File: src/rtl/core/dam_pkg.sv
// Shared types, codes and constants for the decimal accumulator machine.
// Used by dam_mem, dam_alu and decimal_accumulator_machine_core; no dependencies.

package dam_pkg;

    // Field widths
    localparam int WORD_W     = 15;
    localparam int VALUE_W    = 16;
    localparam int PC_W       = 7;
    localparam int STATUS_W   = 4;
    localparam int OPC_W      = 7;
    localparam int MAG_W      = 14;           // magnitude of a word, |w| <= 9999
    localparam int PROD_W     = 2 * WORD_W;   // wide add/sub/mul result
    localparam int OUT_DATA_W = 64;           // 57 payload bits, padded to bytes
    localparam int OUT_PAD_W  = 7;

    // Word range limits at the widths that need them
    localparam logic signed [VALUE_W-1:0] VAL_MAX  = 16'sd9999;
    localparam logic signed [VALUE_W-1:0] VAL_MIN  = -16'sd9999;
    localparam logic signed [PROD_W-1:0]  PROD_MAX = 30'sd9999;
    localparam logic signed [PROD_W-1:0]  PROD_MIN = -30'sd9999;

    // Opcode/address split: q = (w * 5243) >> 19 equals w / 100 for 0 <= w <= 9999
    localparam int              RECIP_W     = 13;
    localparam logic [RECIP_W-1:0] RECIP_100 = 13'd5243;
    localparam int              RECIP_SHIFT = 19;
    localparam logic [MAG_W-1:0] RADIX     = 14'd100;

    // Opcodes
    localparam logic [OPC_W-1:0] OPC_READ   = 7'd10;
    localparam logic [OPC_W-1:0] OPC_WRITE  = 7'd11;
    localparam logic [OPC_W-1:0] OPC_LOAD   = 7'd20;
    localparam logic [OPC_W-1:0] OPC_STORE  = 7'd21;
    localparam logic [OPC_W-1:0] OPC_ADD    = 7'd30;
    localparam logic [OPC_W-1:0] OPC_SUB    = 7'd31;
    localparam logic [OPC_W-1:0] OPC_DIV    = 7'd32;
    localparam logic [OPC_W-1:0] OPC_MUL    = 7'd33;
    localparam logic [OPC_W-1:0] OPC_BR     = 7'd40;
    localparam logic [OPC_W-1:0] OPC_BRNEG  = 7'd41;
    localparam logic [OPC_W-1:0] OPC_BRZERO = 7'd42;
    localparam logic [OPC_W-1:0] OPC_HALT   = 7'd43;

    typedef logic signed [WORD_W-1:0] word_t;

    // Result status codes
    typedef enum logic [STATUS_W-1:0] {
        STAT_LOADED       = 4'd0,
        STAT_EXECUTED     = 4'd1,
        STAT_WROTE        = 4'd2,
        STAT_HALTED       = 4'd3,
        STAT_OVERFLOW     = 4'd4,
        STAT_DIVZERO      = 4'd5,
        STAT_BAD_OPCODE   = 4'd6,
        STAT_BAD_VALUE    = 4'd7,
        STAT_LOAD_REFUSED = 4'd8,
        STAT_PC_END       = 4'd9,
        STAT_STOPPED      = 4'd10
    } status_t;

    // Sequencer states
    typedef enum logic [2:0] {
        S_IDLE,
        S_FETCH,
        S_DECODE,
        S_OPER,
        S_ALU,
        S_DONE
    } state_t;

    typedef enum logic [1:0] {
        ALU_ADD,
        ALU_SUB,
        ALU_MUL,
        ALU_DIV
    } alu_kind_t;

    typedef struct packed {
        logic      start;
        alu_kind_t kind;
    } alu_req_t;

    typedef struct packed {
        logic done;
        logic ovf;
    } alu_rsp_t;

    function automatic logic val_in_range(logic signed [VALUE_W-1:0] v);
        return (v >= VAL_MIN) && (v <= VAL_MAX);
    endfunction

endpackage

File: src/rtl/core/dam_mem.sv
// Main memory of the accumulator machine: one write port, one registered read port.
// Per-word valid bits make unwritten words read as zero right after reset. Uses dam_pkg.

module dam_mem #(
    parameter int WORDS = 100,
    localparam int AW   = $clog2(WORDS)
) (
    input  logic          clk,
    input  logic          rst_n,
    input  logic          we,
    input  logic [AW-1:0] waddr,
    input  dam_pkg::word_t wdata,
    input  logic          re,
    input  logic [AW-1:0] raddr,
    output dam_pkg::word_t rdata
);
    import dam_pkg::*;

    word_t              mem_reg [WORDS];
    logic [WORDS-1:0]   valid_reg;
    word_t              rdata_reg;

    // Storage array and registered read
    always_ff @(posedge clk)
    begin
        if (we)
        begin
            mem_reg[waddr] <= wdata;
        end
        if (re)
        begin
            rdata_reg <= valid_reg[raddr] ? mem_reg[raddr] : '0;
        end
    end

    // Valid bits: cleared at reset, set on first write
    always_ff @(posedge clk or negedge rst_n)
    begin
        if (!rst_n)
        begin
            valid_reg <= '0;
        end
        else if (we)
        begin
            valid_reg[waddr] <= 1'b1;
        end
    end

    assign rdata = rdata_reg;

endmodule

File: src/rtl/core/dam_alu.sv
// Shared arithmetic unit: add, subtract and multiply with a registered result, signed
// divide by a restoring loop of one quotient bit per cycle. Uses dam_pkg.

module dam_alu (
    input  logic              clk,
    input  logic              rst_n,
    input  dam_pkg::alu_req_t req,
    input  dam_pkg::word_t    a,
    input  dam_pkg::word_t    b,
    output dam_pkg::alu_rsp_t rsp,
    output dam_pkg::word_t    result
);
    import dam_pkg::*;

    localparam int CNT_W = $clog2(MAG_W + 1);

    alu_kind_t                 kind_reg;
    logic signed [PROD_W-1:0]  wide_reg;
    logic [MAG_W-1:0]          rem_reg;
    logic [MAG_W-1:0]          quo_reg;
    logic [MAG_W-1:0]          dvs_reg;
    logic                      neg_reg;
    logic [CNT_W-1:0]          cnt_reg;
    logic                      busy_reg;
    logic                      done_reg;

    logic [WORD_W-1:0]         a_abs;
    logic [WORD_W-1:0]         b_abs;
    logic signed [PROD_W-1:0]  a_wide;
    logic signed [PROD_W-1:0]  b_wide;
    logic [MAG_W:0]            shifted;
    logic [MAG_W:0]            diff;
    logic                      take;
    word_t                     quo_word;

    // Operand magnitudes and sign extension
    assign a_abs  = a[WORD_W-1] ? WORD_W'(-a) : WORD_W'(a);
    assign b_abs  = b[WORD_W-1] ? WORD_W'(-b) : WORD_W'(b);
    assign a_wide = PROD_W'(a);
    assign b_wide = PROD_W'(b);

    // One restoring divide step
    assign shifted = {rem_reg, quo_reg[MAG_W-1]};
    assign diff    = shifted - {1'b0, dvs_reg};
    assign take    = (shifted >= {1'b0, dvs_reg});

    // Control: divide sequencing and done pulse
    always_ff @(posedge clk or negedge rst_n)
    begin
        if (!rst_n)
        begin
            busy_reg <= 1'b0;
            done_reg <= 1'b0;
            cnt_reg  <= '0;
        end
        else
        begin
            done_reg <= 1'b0;
            if (req.start)
            begin
                if (req.kind == ALU_DIV)
                begin
                    busy_reg <= 1'b1;
                    cnt_reg  <= CNT_W'(MAG_W);
                end
                else
                begin
                    done_reg <= 1'b1;
                end
            end
            else if (busy_reg)
            begin
                cnt_reg <= cnt_reg - 1'b1;
                if (cnt_reg == CNT_W'(1))
                begin
                    busy_reg <= 1'b0;
                    done_reg <= 1'b1;
                end
            end
        end
    end

    // Datapath registers
    always_ff @(posedge clk)
    begin
        if (req.start)
        begin
            kind_reg <= req.kind;
            case (req.kind)
                ALU_ADD: wide_reg <= a_wide + b_wide;
                ALU_SUB: wide_reg <= a_wide - b_wide;
                ALU_MUL: wide_reg <= a_wide * b_wide;
                default:
                begin
                    quo_reg <= a_abs[MAG_W-1:0];
                    rem_reg <= '0;
                    dvs_reg <= b_abs[MAG_W-1:0];
                    neg_reg <= a[WORD_W-1] ^ b[WORD_W-1];
                end
            endcase
        end
        else if (busy_reg)
        begin
            rem_reg <= take ? diff[MAG_W-1:0] : shifted[MAG_W-1:0];
            quo_reg <= {quo_reg[MAG_W-2:0], take};
        end
    end

    // Result selection and range check
    assign quo_word = {1'b0, quo_reg};
    assign result   = (kind_reg == ALU_DIV) ? (neg_reg ? -quo_word : quo_word)
                                            : wide_reg[WORD_W-1:0];
    assign rsp.done = done_reg;
    assign rsp.ovf  = (kind_reg != ALU_DIV) && ((wide_reg > PROD_MAX) || (wide_reg < PROD_MIN));

endmodule

File: src/rtl/core/decimal_accumulator_machine_core.sv
// Decimal accumulator machine: sequencer, architectural registers and output register.
// Loads and steps that do not fetch go from accept straight to S_DONE; fetched steps pass
// S_FETCH and S_DECODE, most then S_OPER, and arithmetic adds S_ALU. S_DONE waits for a free output register.
// One item at a time; the divide loop in dam_alu (one bit per cycle) sets the longest case.
// Reset clears the control and architectural registers and the memory valid bits at once; no clearing pass.
// Depends on dam_pkg, dam_mem and dam_alu.

module decimal_accumulator_machine_core #(
    parameter int MEMORY_WORDS = 100
) (
    input  logic        clk,
    input  logic        rst_n,
    input  logic        s_tvalid,
    output logic        s_tready,
    input  logic [15:0] s_tdata,   // [15:0] value
    input  logic [0:0]  s_tuser,   // [0] op
    output logic        m_tvalid,
    input  logic        m_tready,
    output logic [63:0] m_tdata    // [3:0] status, [18:4] out_value, [33:19] accumulator_now,
                                   // [40:34] pc_now, [55:41] instruction_now, [56] is_stopped
);
    import dam_pkg::*;

    localparam int              AW        = $clog2(MEMORY_WORDS);
    localparam logic [PC_W-1:0] MEM_LIMIT = PC_W'(MEMORY_WORDS);

    state_t                     state_reg, state_next;
    word_t                      acc_reg, acc_next;
    logic [PC_W-1:0]            pc_reg, pc_next;
    logic [PC_W-1:0]            lpos_reg, lpos_next;
    word_t                      ir_reg, ir_next;
    logic                       started_reg, started_next;
    logic                       stopped_reg, stopped_next;
    logic signed [VALUE_W-1:0]  val_reg, val_next;
    word_t                      word_reg, word_next;
    logic [OPC_W-1:0]           opc_reg, opc_next;
    status_t                    res_status_reg, res_status_next;
    word_t                      res_out_reg, res_out_next;
    word_t                      res_instr_reg, res_instr_next;
    logic                       m_tvalid_reg, m_tvalid_next;
    logic [OUT_DATA_W-1:0]      m_tdata_reg, m_tdata_next;

    logic                       mem_we;
    logic [AW-1:0]              mem_waddr;
    word_t                      mem_wdata;
    logic                       mem_re;
    logic [AW-1:0]              mem_raddr;
    word_t                      mem_rdata;

    alu_req_t                   alu_req;
    alu_rsp_t                   alu_rsp;
    word_t                      alu_result;

    logic [RECIP_W+MAG_W-1:0]   split_prod;
    logic [MAG_W-1:0]           opc_x100;
    logic [MAG_W-1:0]           addr_full;
    logic [PC_W-1:0]            addr;

    dam_mem #(
        .WORDS (MEMORY_WORDS)
    ) u_mem (
        .clk   (clk),
        .rst_n (rst_n),
        .we    (mem_we),
        .waddr (mem_waddr),
        .wdata (mem_wdata),
        .re    (mem_re),
        .raddr (mem_raddr),
        .rdata (mem_rdata)
    );

    dam_alu u_alu (
        .clk    (clk),
        .rst_n  (rst_n),
        .req    (alu_req),
        .a      (acc_reg),
        .b      (mem_rdata),
        .rsp    (alu_rsp),
        .result (alu_result)
    );

    // Opcode by reciprocal multiply, address as the remainder
    assign split_prod = (RECIP_W + MAG_W)'(mem_rdata[MAG_W-1:0])
                      * (RECIP_W + MAG_W)'(RECIP_100);
    assign opc_x100   = MAG_W'(opc_reg) * RADIX;
    assign addr_full  = word_reg[MAG_W-1:0] - opc_x100;
    assign addr       = addr_full[PC_W-1:0];

    assign s_tready = (state_reg == S_IDLE);
    assign m_tvalid = m_tvalid_reg;
    assign m_tdata  = m_tdata_reg;

    // Sequencer: next state and datapath control
    always_comb
    begin
        state_next      = state_reg;
        acc_next        = acc_reg;
        pc_next         = pc_reg;
        lpos_next       = lpos_reg;
        ir_next         = ir_reg;
        started_next    = started_reg;
        stopped_next    = stopped_reg;
        val_next        = val_reg;
        word_next       = word_reg;
        opc_next        = opc_reg;
        res_status_next = res_status_reg;
        res_out_next    = res_out_reg;
        res_instr_next  = res_instr_reg;
        m_tdata_next    = m_tdata_reg;
        m_tvalid_next   = m_tvalid_reg && !m_tready;
        mem_we          = 1'b0;
        mem_waddr       = '0;
        mem_wdata       = acc_reg;
        mem_re          = 1'b0;
        mem_raddr       = '0;
        alu_req.start   = 1'b0;
        alu_req.kind    = ALU_ADD;

        case (state_reg)
            S_IDLE:
            begin
                if (s_tvalid)
                begin
                    val_next       = s_tdata;
                    res_out_next   = '0;
                    res_instr_next = ir_reg;
                    state_next     = S_DONE;
                    if (!s_tuser[0])
                    begin
                        // Program load
                        if (started_reg || (lpos_reg >= MEM_LIMIT))
                        begin
                            res_status_next = STAT_LOAD_REFUSED;
                        end
                        else if (!val_in_range(s_tdata))
                        begin
                            res_status_next = STAT_BAD_VALUE;
                        end
                        else
                        begin
                            mem_we          = 1'b1;
                            mem_waddr       = lpos_reg[AW-1:0];
                            mem_wdata       = s_tdata[WORD_W-1:0];
                            lpos_next       = lpos_reg + 1'b1;
                            res_status_next = STAT_LOADED;
                        end
                    end
                    else if (stopped_reg)
                    begin
                        res_status_next = STAT_STOPPED;
                    end
                    else
                    begin
                        started_next = 1'b1;
                        if (pc_reg >= MEM_LIMIT)
                        begin
                            stopped_next    = 1'b1;
                            res_status_next = STAT_PC_END;
                        end
                        else
                        begin
                            mem_re     = 1'b1;
                            mem_raddr  = pc_reg[AW-1:0];
                            state_next = S_FETCH;
                        end
                    end
                end
            end

            S_FETCH:
            begin
                word_next  = mem_rdata;
                opc_next   = split_prod[RECIP_SHIFT+OPC_W-1:RECIP_SHIFT];
                state_next = S_DECODE;
            end

            S_DECODE:
            begin
                res_instr_next = word_reg;
                state_next     = S_DONE;
                if (!word_reg[WORD_W-1] && (opc_reg == OPC_READ) && !val_in_range(val_reg))
                begin
                    // Read value rejected; step can be retried
                    res_status_next = STAT_BAD_VALUE;
                end
                else
                begin
                    ir_next = word_reg;
                    pc_next = pc_reg + 1'b1;
                    if (word_reg[WORD_W-1] ||
                        !(opc_reg inside {OPC_READ, OPC_WRITE, OPC_LOAD, OPC_STORE,
                                          OPC_ADD, OPC_SUB, OPC_DIV, OPC_MUL,
                                          OPC_BR, OPC_BRNEG, OPC_BRZERO, OPC_HALT}))
                    begin
                        stopped_next    = 1'b1;
                        res_status_next = STAT_BAD_OPCODE;
                    end
                    else if (opc_reg == OPC_HALT)
                    begin
                        stopped_next    = 1'b1;
                        res_status_next = STAT_HALTED;
                    end
                    else if (addr >= MEM_LIMIT)
                    begin
                        stopped_next    = 1'b1;
                        res_status_next = STAT_BAD_OPCODE;
                    end
                    else
                    begin
                        mem_re          = 1'b1;
                        mem_raddr       = addr[AW-1:0];
                        res_status_next = STAT_EXECUTED;
                        state_next      = S_OPER;
                    end
                end
            end

            S_OPER:
            begin
                // Operand is on mem_rdata
                state_next = S_DONE;
                case (opc_reg)
                    OPC_READ:
                    begin
                        mem_we    = 1'b1;
                        mem_waddr = addr[AW-1:0];
                        mem_wdata = val_reg[WORD_W-1:0];
                    end
                    OPC_WRITE:
                    begin
                        res_status_next = STAT_WROTE;
                        res_out_next    = mem_rdata;
                    end
                    OPC_LOAD:
                    begin
                        acc_next = mem_rdata;
                    end
                    OPC_STORE:
                    begin
                        mem_we    = 1'b1;
                        mem_waddr = addr[AW-1:0];
                        mem_wdata = acc_reg;
                    end
                    OPC_ADD:
                    begin
                        alu_req.start = 1'b1;
                        alu_req.kind  = ALU_ADD;
                        state_next    = S_ALU;
                    end
                    OPC_SUB:
                    begin
                        alu_req.start = 1'b1;
                        alu_req.kind  = ALU_SUB;
                        state_next    = S_ALU;
                    end
                    OPC_MUL:
                    begin
                        alu_req.start = 1'b1;
                        alu_req.kind  = ALU_MUL;
                        state_next    = S_ALU;
                    end
                    OPC_DIV:
                    begin
                        if (mem_rdata == '0)
                        begin
                            stopped_next    = 1'b1;
                            res_status_next = STAT_DIVZERO;
                        end
                        else
                        begin
                            alu_req.start = 1'b1;
                            alu_req.kind  = ALU_DIV;
                            state_next    = S_ALU;
                        end
                    end
                    OPC_BR:
                    begin
                        pc_next = addr;
                    end
                    OPC_BRNEG:
                    begin
                        if (acc_reg[WORD_W-1])
                        begin
                            pc_next = addr;
                        end
                    end
                    OPC_BRZERO:
                    begin
                        if (acc_reg == '0)
                        begin
                            pc_next = addr;
                        end
                    end
                    default:
                    begin
                    end
                endcase
            end

            S_ALU:
            begin
                if (alu_rsp.done)
                begin
                    state_next = S_DONE;
                    if (alu_rsp.ovf)
                    begin
                        stopped_next    = 1'b1;
                        res_status_next = STAT_OVERFLOW;
                    end
                    else
                    begin
                        acc_next = alu_result;
                    end
                end
            end

            S_DONE:
            begin
                // Hand the result to the output register once it is free
                if (!m_tvalid_reg || m_tready)
                begin
                    m_tvalid_next = 1'b1;
                    m_tdata_next  = {{OUT_PAD_W{1'b0}}, stopped_reg, res_instr_reg, pc_reg,
                                     acc_reg, res_out_reg, res_status_reg};
                    state_next    = S_IDLE;
                end
            end

            default:
            begin
                state_next = S_IDLE;
            end
        endcase
    end

    // Control and architectural registers
    always_ff @(posedge clk or negedge rst_n)
    begin
        if (!rst_n)
        begin
            state_reg    <= S_IDLE;
            acc_reg      <= '0;
            pc_reg       <= '0;
            lpos_reg     <= '0;
            ir_reg       <= '0;
            started_reg  <= 1'b0;
            stopped_reg  <= 1'b0;
            m_tvalid_reg <= 1'b0;
        end
        else
        begin
            state_reg    <= state_next;
            acc_reg      <= acc_next;
            pc_reg       <= pc_next;
            lpos_reg     <= lpos_next;
            ir_reg       <= ir_next;
            started_reg  <= started_next;
            stopped_reg  <= stopped_next;
            m_tvalid_reg <= m_tvalid_next;
        end
    end

    // Payload registers
    always_ff @(posedge clk)
    begin
        val_reg        <= val_next;
        word_reg       <= word_next;
        opc_reg        <= opc_next;
        res_status_reg <= res_status_next;
        res_out_reg    <= res_out_next;
        res_instr_reg  <= res_instr_next;
        m_tdata_reg    <= m_tdata_next;
    end

endmodule
File: config.mk
export PLATFORM = sky130hd
export DESIGN_NAME = decimal_accumulator_machine_core
export DESIGN_NICKNAME = d
export VERILOG_FILES = /design/src/rtl/core/dam_pkg.sv /design/src/rtl/core/dam_mem.sv /design/src/rtl/core/dam_alu.sv /design/src/rtl/core/decimal_accumulator_machine_core.sv
export SDC_FILE = /design/constraint.sdc
export NUM_CORES = 2
export LEC_CHECK = 0
export ABC_AREA = 1
export BUFFER_PORTS_ARGS = -buffer_cell sky130_fd_sc_hd__buf_2
export CAP_MARGIN = 20
export CORE_MARGIN = 2
export CORE_UTILIZATION = 64
export DETAILED_ROUTE_END_ITERATION = 10
export GPL_ROUTABILITY_DRIVEN = 1
export PLACE_DENSITY_LB_ADDON = 0.12
export SYNTH_ARGS = -nofsm -noshare
export SYNTH_HDL_FRONTEND = slang
export SYNTH_SLANG_ARGS = --single-unit
File: constraint.sdc
create_clock -name clk -period 9.7 [get_ports clk]
set_clock_uncertainty 0.2 [all_clocks]
set_input_delay 1.94 -clock clk [delete_from_list [all_inputs] [get_ports clk]]
set_output_delay 1.94 -clock clk [all_outputs]
set_load 0.05 [all_outputs]
==> results.rst <==
.. list-table::
   :header-rows: 1

   * - Metric
     - Value
   * - VDD IR max
     - roughly 0.17 mV
   * - Routed wire length per instance
     - between 20 and 25 um
   * - Post-synthesis cell area
     - between 90000 and 100000 sq um
   * - Avg Inst Size Synth
     - between 10 and 15 sq um
   * - Non-Filler Cell Area, Final
     - approximately 110000 sq um
   * - Part of the power in the clock network
     - between 40% and 50%
   * - Initial cell density of the core
     - 64.6%
   * - Detailed-route wire length
     - 272000 um
   * - Placed wire-length estimate after detailed placement
     - roughly 170000 um
   * - Fraction of post-synthesis cell area in the top cell type by area
     - between 50% and 60%
   * - Critical Path RT
     - around 10000 ps
   * - Crit-path max FO
     - 20
   * - Final period util
     - between 70% and 80%
   * - CP Launch Point
     - acc_reg[7]
   * - Total clock buffers created by CTS
     - 190
   * - Flip-flop and latch count after synthesis
     - about 1900
   * - Boundary Pins
     - 87
   * - Type of origin of the critical path
     - flop
   * - Endpoints failing setup
     - 0
   * - Logic pwr share
     - less than 1%
   * - Root Driver
     - clkbuf_16
   * - Vias in the first global route
     - a little under 70000
   * - NetSw
     - around 0.0032 W
   * - LEAKAGE
     - about 44 nW
   * - Antenna-violating nets left
     - 0
   * - Setup Total Neg Slack
     - 0 ps
   * - Min-delay worst type
     - flop to flop
   * - Cell count after synthesis
     - ~9600
   * - FFs w/ async S/R, synth
     - 8.32%
   * - Max reg flops
     - 1500
   * - Max Cap Viol
     - 0
   * - Critical path arrival
     - about 7600 ps
   * - Share of total power consumed by net switching
     - between 20% and 30%
   * - PostCTS Resize Cnt
     - 0
   * - Pwr per Cell Area
     - 149 nW/um^2
   * - CTS tree
     - done
   * - Type of the worst setup path
     - flop to flop
   * - Number of vias in the routed layout
     - 69400
   * - Core outline area
     - around 150000 sq um
   * - Initial antenna violation count
     - 2
   * - R2R depth
     - 25
   * - Sum of overflow across all layers after global routing
     - 0
   * - R2R setup slack
     - around 2500 ps
   * - Clock-pin slew on the worst setup and hold paths
     - about 60 ps
   * - Clock network latency to the later pin of the worst-skew pair
     - roughly 850 ps
   * - Number of nets in the finished design
     - roughly 10000
   * - Number of remaining DRC errors
     - 0
   * - Level count of the clock H-tree
     - 4
   * - Max-slew headroom at the worst pin
     - 10.8%
   * - Worst hold stages
     - 0
   * - Source of the worst hold timing path
     - res_instr_reg[6]
   * - Post-synth EDFFs
     - roughly 1700
   * - Die Y
     - 394 um
   * - Final critical delay including setup and external delays
     - between 7000 and 8000 ps
   * - Buffers inserted during post-CTS setup optimization
     - 0
   * - Cells taking the most area after synthesis
     - edfxtp_1 53%, nand2_1 8.2%, nand3_1 7.2%
   * - Actual transition at the worst max-transition pin
     - 1320 ps
   * - Chip width
     - roughly 400 um
   * - Global-route wire length before repair
     - 412000 um
   * - Largest net degree at the start of global routing
     - around 190
   * - Layout fillers
     - ~11000
   * - Achievable Freq
     - 0.138 GHz
   * - Distinct cells, synth
     - 63
   * - Result of the run
     - complete, no violations
   * - Routed vias/inst
     - 5.93
   * - Cell type with the highest aggregate area in the netlist
     - edfxtp_1
   * - IO Port Bufs
     - ~80
   * - Final GP Congestion
     - a little under 1
   * - DR iter-0 viols
     - around 8000
   * - Register area share after synthesis
     - about 57%
   * - Worst reg2reg startpoint
     - acc_reg[7]
   * - Count of endpoints failing hold in the final timing report
     - 0
   * - Hold Buf Count CTS
     - 0
   * - Sequential share of power
     - 55.2%
   * - Maximum clock path buffer count
     - 3
   * - Number of placement rows
     - 142
   * - Final Max Slew Viols
     - 0
   * - Critical path capture point type
     - flop
   * - Top cells by instance count after synthesis
     - 2122 x nand2_1, 1719 x edfxtp_1, 1571 x inv_1, 1390 x nand3_1, 356 x o21ai_0
   * - Die Area
     - 155000 sq um
   * - Total global-route track usage
     - approximately a third
   * - Area grow syn2layout
     - 8.42%
   * - Fraction of final layout cells with drive strength greater than 1
     - slightly below 7%
   * - Most used standard cell by instance count after synthesis
     - nand2_1
   * - Flip-flop cell with the highest count after synthesis
     - edfxtp_1
   * - Area after DPL
     - around 100000 sq um
   * - Pint
     - 0.0126 W
   * - RSZ-0062 raised after global routing
     - false
   * - DR pass1 iterations
     - 6
   * - Synth Warn #
     - 0
   * - Clock Sink Count
     - around 1900
cell usage in the layout (no fill, tap or decap), types with 196 or more instances in the layout:
master,netlist,final
fa_1,300,300
nand3_1,1390,1390
nor2_1,290,264
o21ai_0,356,355
edfxtp_1,1719,1719
nand2_1,2122,2106
inv_1,1571,1569
ha_1,247,247
nand3b_1,284,284
a21oi_1,198,196
per-stage QoR:
stage	utilization, %	hold WS, ps	power [W]	setup slack, ps	cells
6_report	70.1	219	0.0157	2450	11700
5_1_grt	70.1	223	0.0161	1990	11700
4_1_cts	70.0	219	0.0158	2390	11700
3_3_place_gp	66.1	200	0.00890	2490	11300
3_5_place_dp	66.1	205	0.00890	2460	11300
2_1_floorplan	-	200	0.00888	2720	9594
per-layer routing:
metal  GRT usage [%]  share of wire, %
met1            48.0                38
met2            55.1                46
met3            6.73                10
met4            16.3               5.1
met5               0                 0
layout make-up:
| class | instances | area, sq um | area share [%] |
|---|---|---|---|
| repair buffers | 267 | 2050 | 1.95 |
| clock inverters | 108 | 916 | 0.869 |
| clock buffers | 240 | 5000 | 4.75 |
| multi-input cells | 5585 | 33300 | 31.6 |
| inverters | 1609 | 6050 | 5.74 |
| well taps | 2016 | 2520 | 2.39 |
| diodes | 2 | 5.00 | 0.00475 |
| flip-flops and latches | 1875 | 55500 | 52.7 |
critical path: stages, from the launching register on:
cell and delay (ps):
dfrtp_1 880, ha_1 320, inv_1 70, fa_1 470, inv_1 50, fa_1 480
fa_1 520, fa_1 560, fa_1 570, inv_1 70, fa_1 540, inv_1 50
ha_1 340, a21oi_1 190, nor2_1 60, a211oi_1 270, o21ai_0 140, a31oi_1 310
o21bai_1 200, a21o_1 210, nand2_1 60, nand2_1 60, nor2_1 80, o21ai_0 90
nand2_1 100, nand2_1 50
kinds of logic after synthesis:
kind of cell,count (synthesis),share of synthesized area [%]
xor gates and xnor gates,99,0.892
other,1,0.00386
DFF,1875,57.1
adders and majority gates,547,9.36
AOI/OAI and AO/OA,721,4.18
and+or+nand+nor,4211,19.5
buffers and inverters,2134,8.92
path summary, 6_finish.rpt:
path	endpoint
min in group asynchronous	ir_reg[12]
hold / removal	m_tdata[47]
max in group asynchronous	u_mem.valid_reg[15]
setup reg to reg	u_alu.wide_reg[27]
hold reg to reg	m_tdata[47]
setup / recovery	u_alu.wide_reg[27]
power by group through the flow:
stage / Sequential [W] / Combinational, W / Clock [W]
final: 0.00870 / 0.0000397 / 0.00701
after global routing: 0.00869 / 0.0000426 / 0.00735
after CTS: 0.00870 / 0.0000378 / 0.00706
after detailed placement: 0.00887 / 0.0000379 / 0
after global placement: 0.00887 / 0.0000374 / 0
after floorplan: 0.00887 / 0.0000107 / 0
No activity file was read; power rests on OpenSTA's default activity.
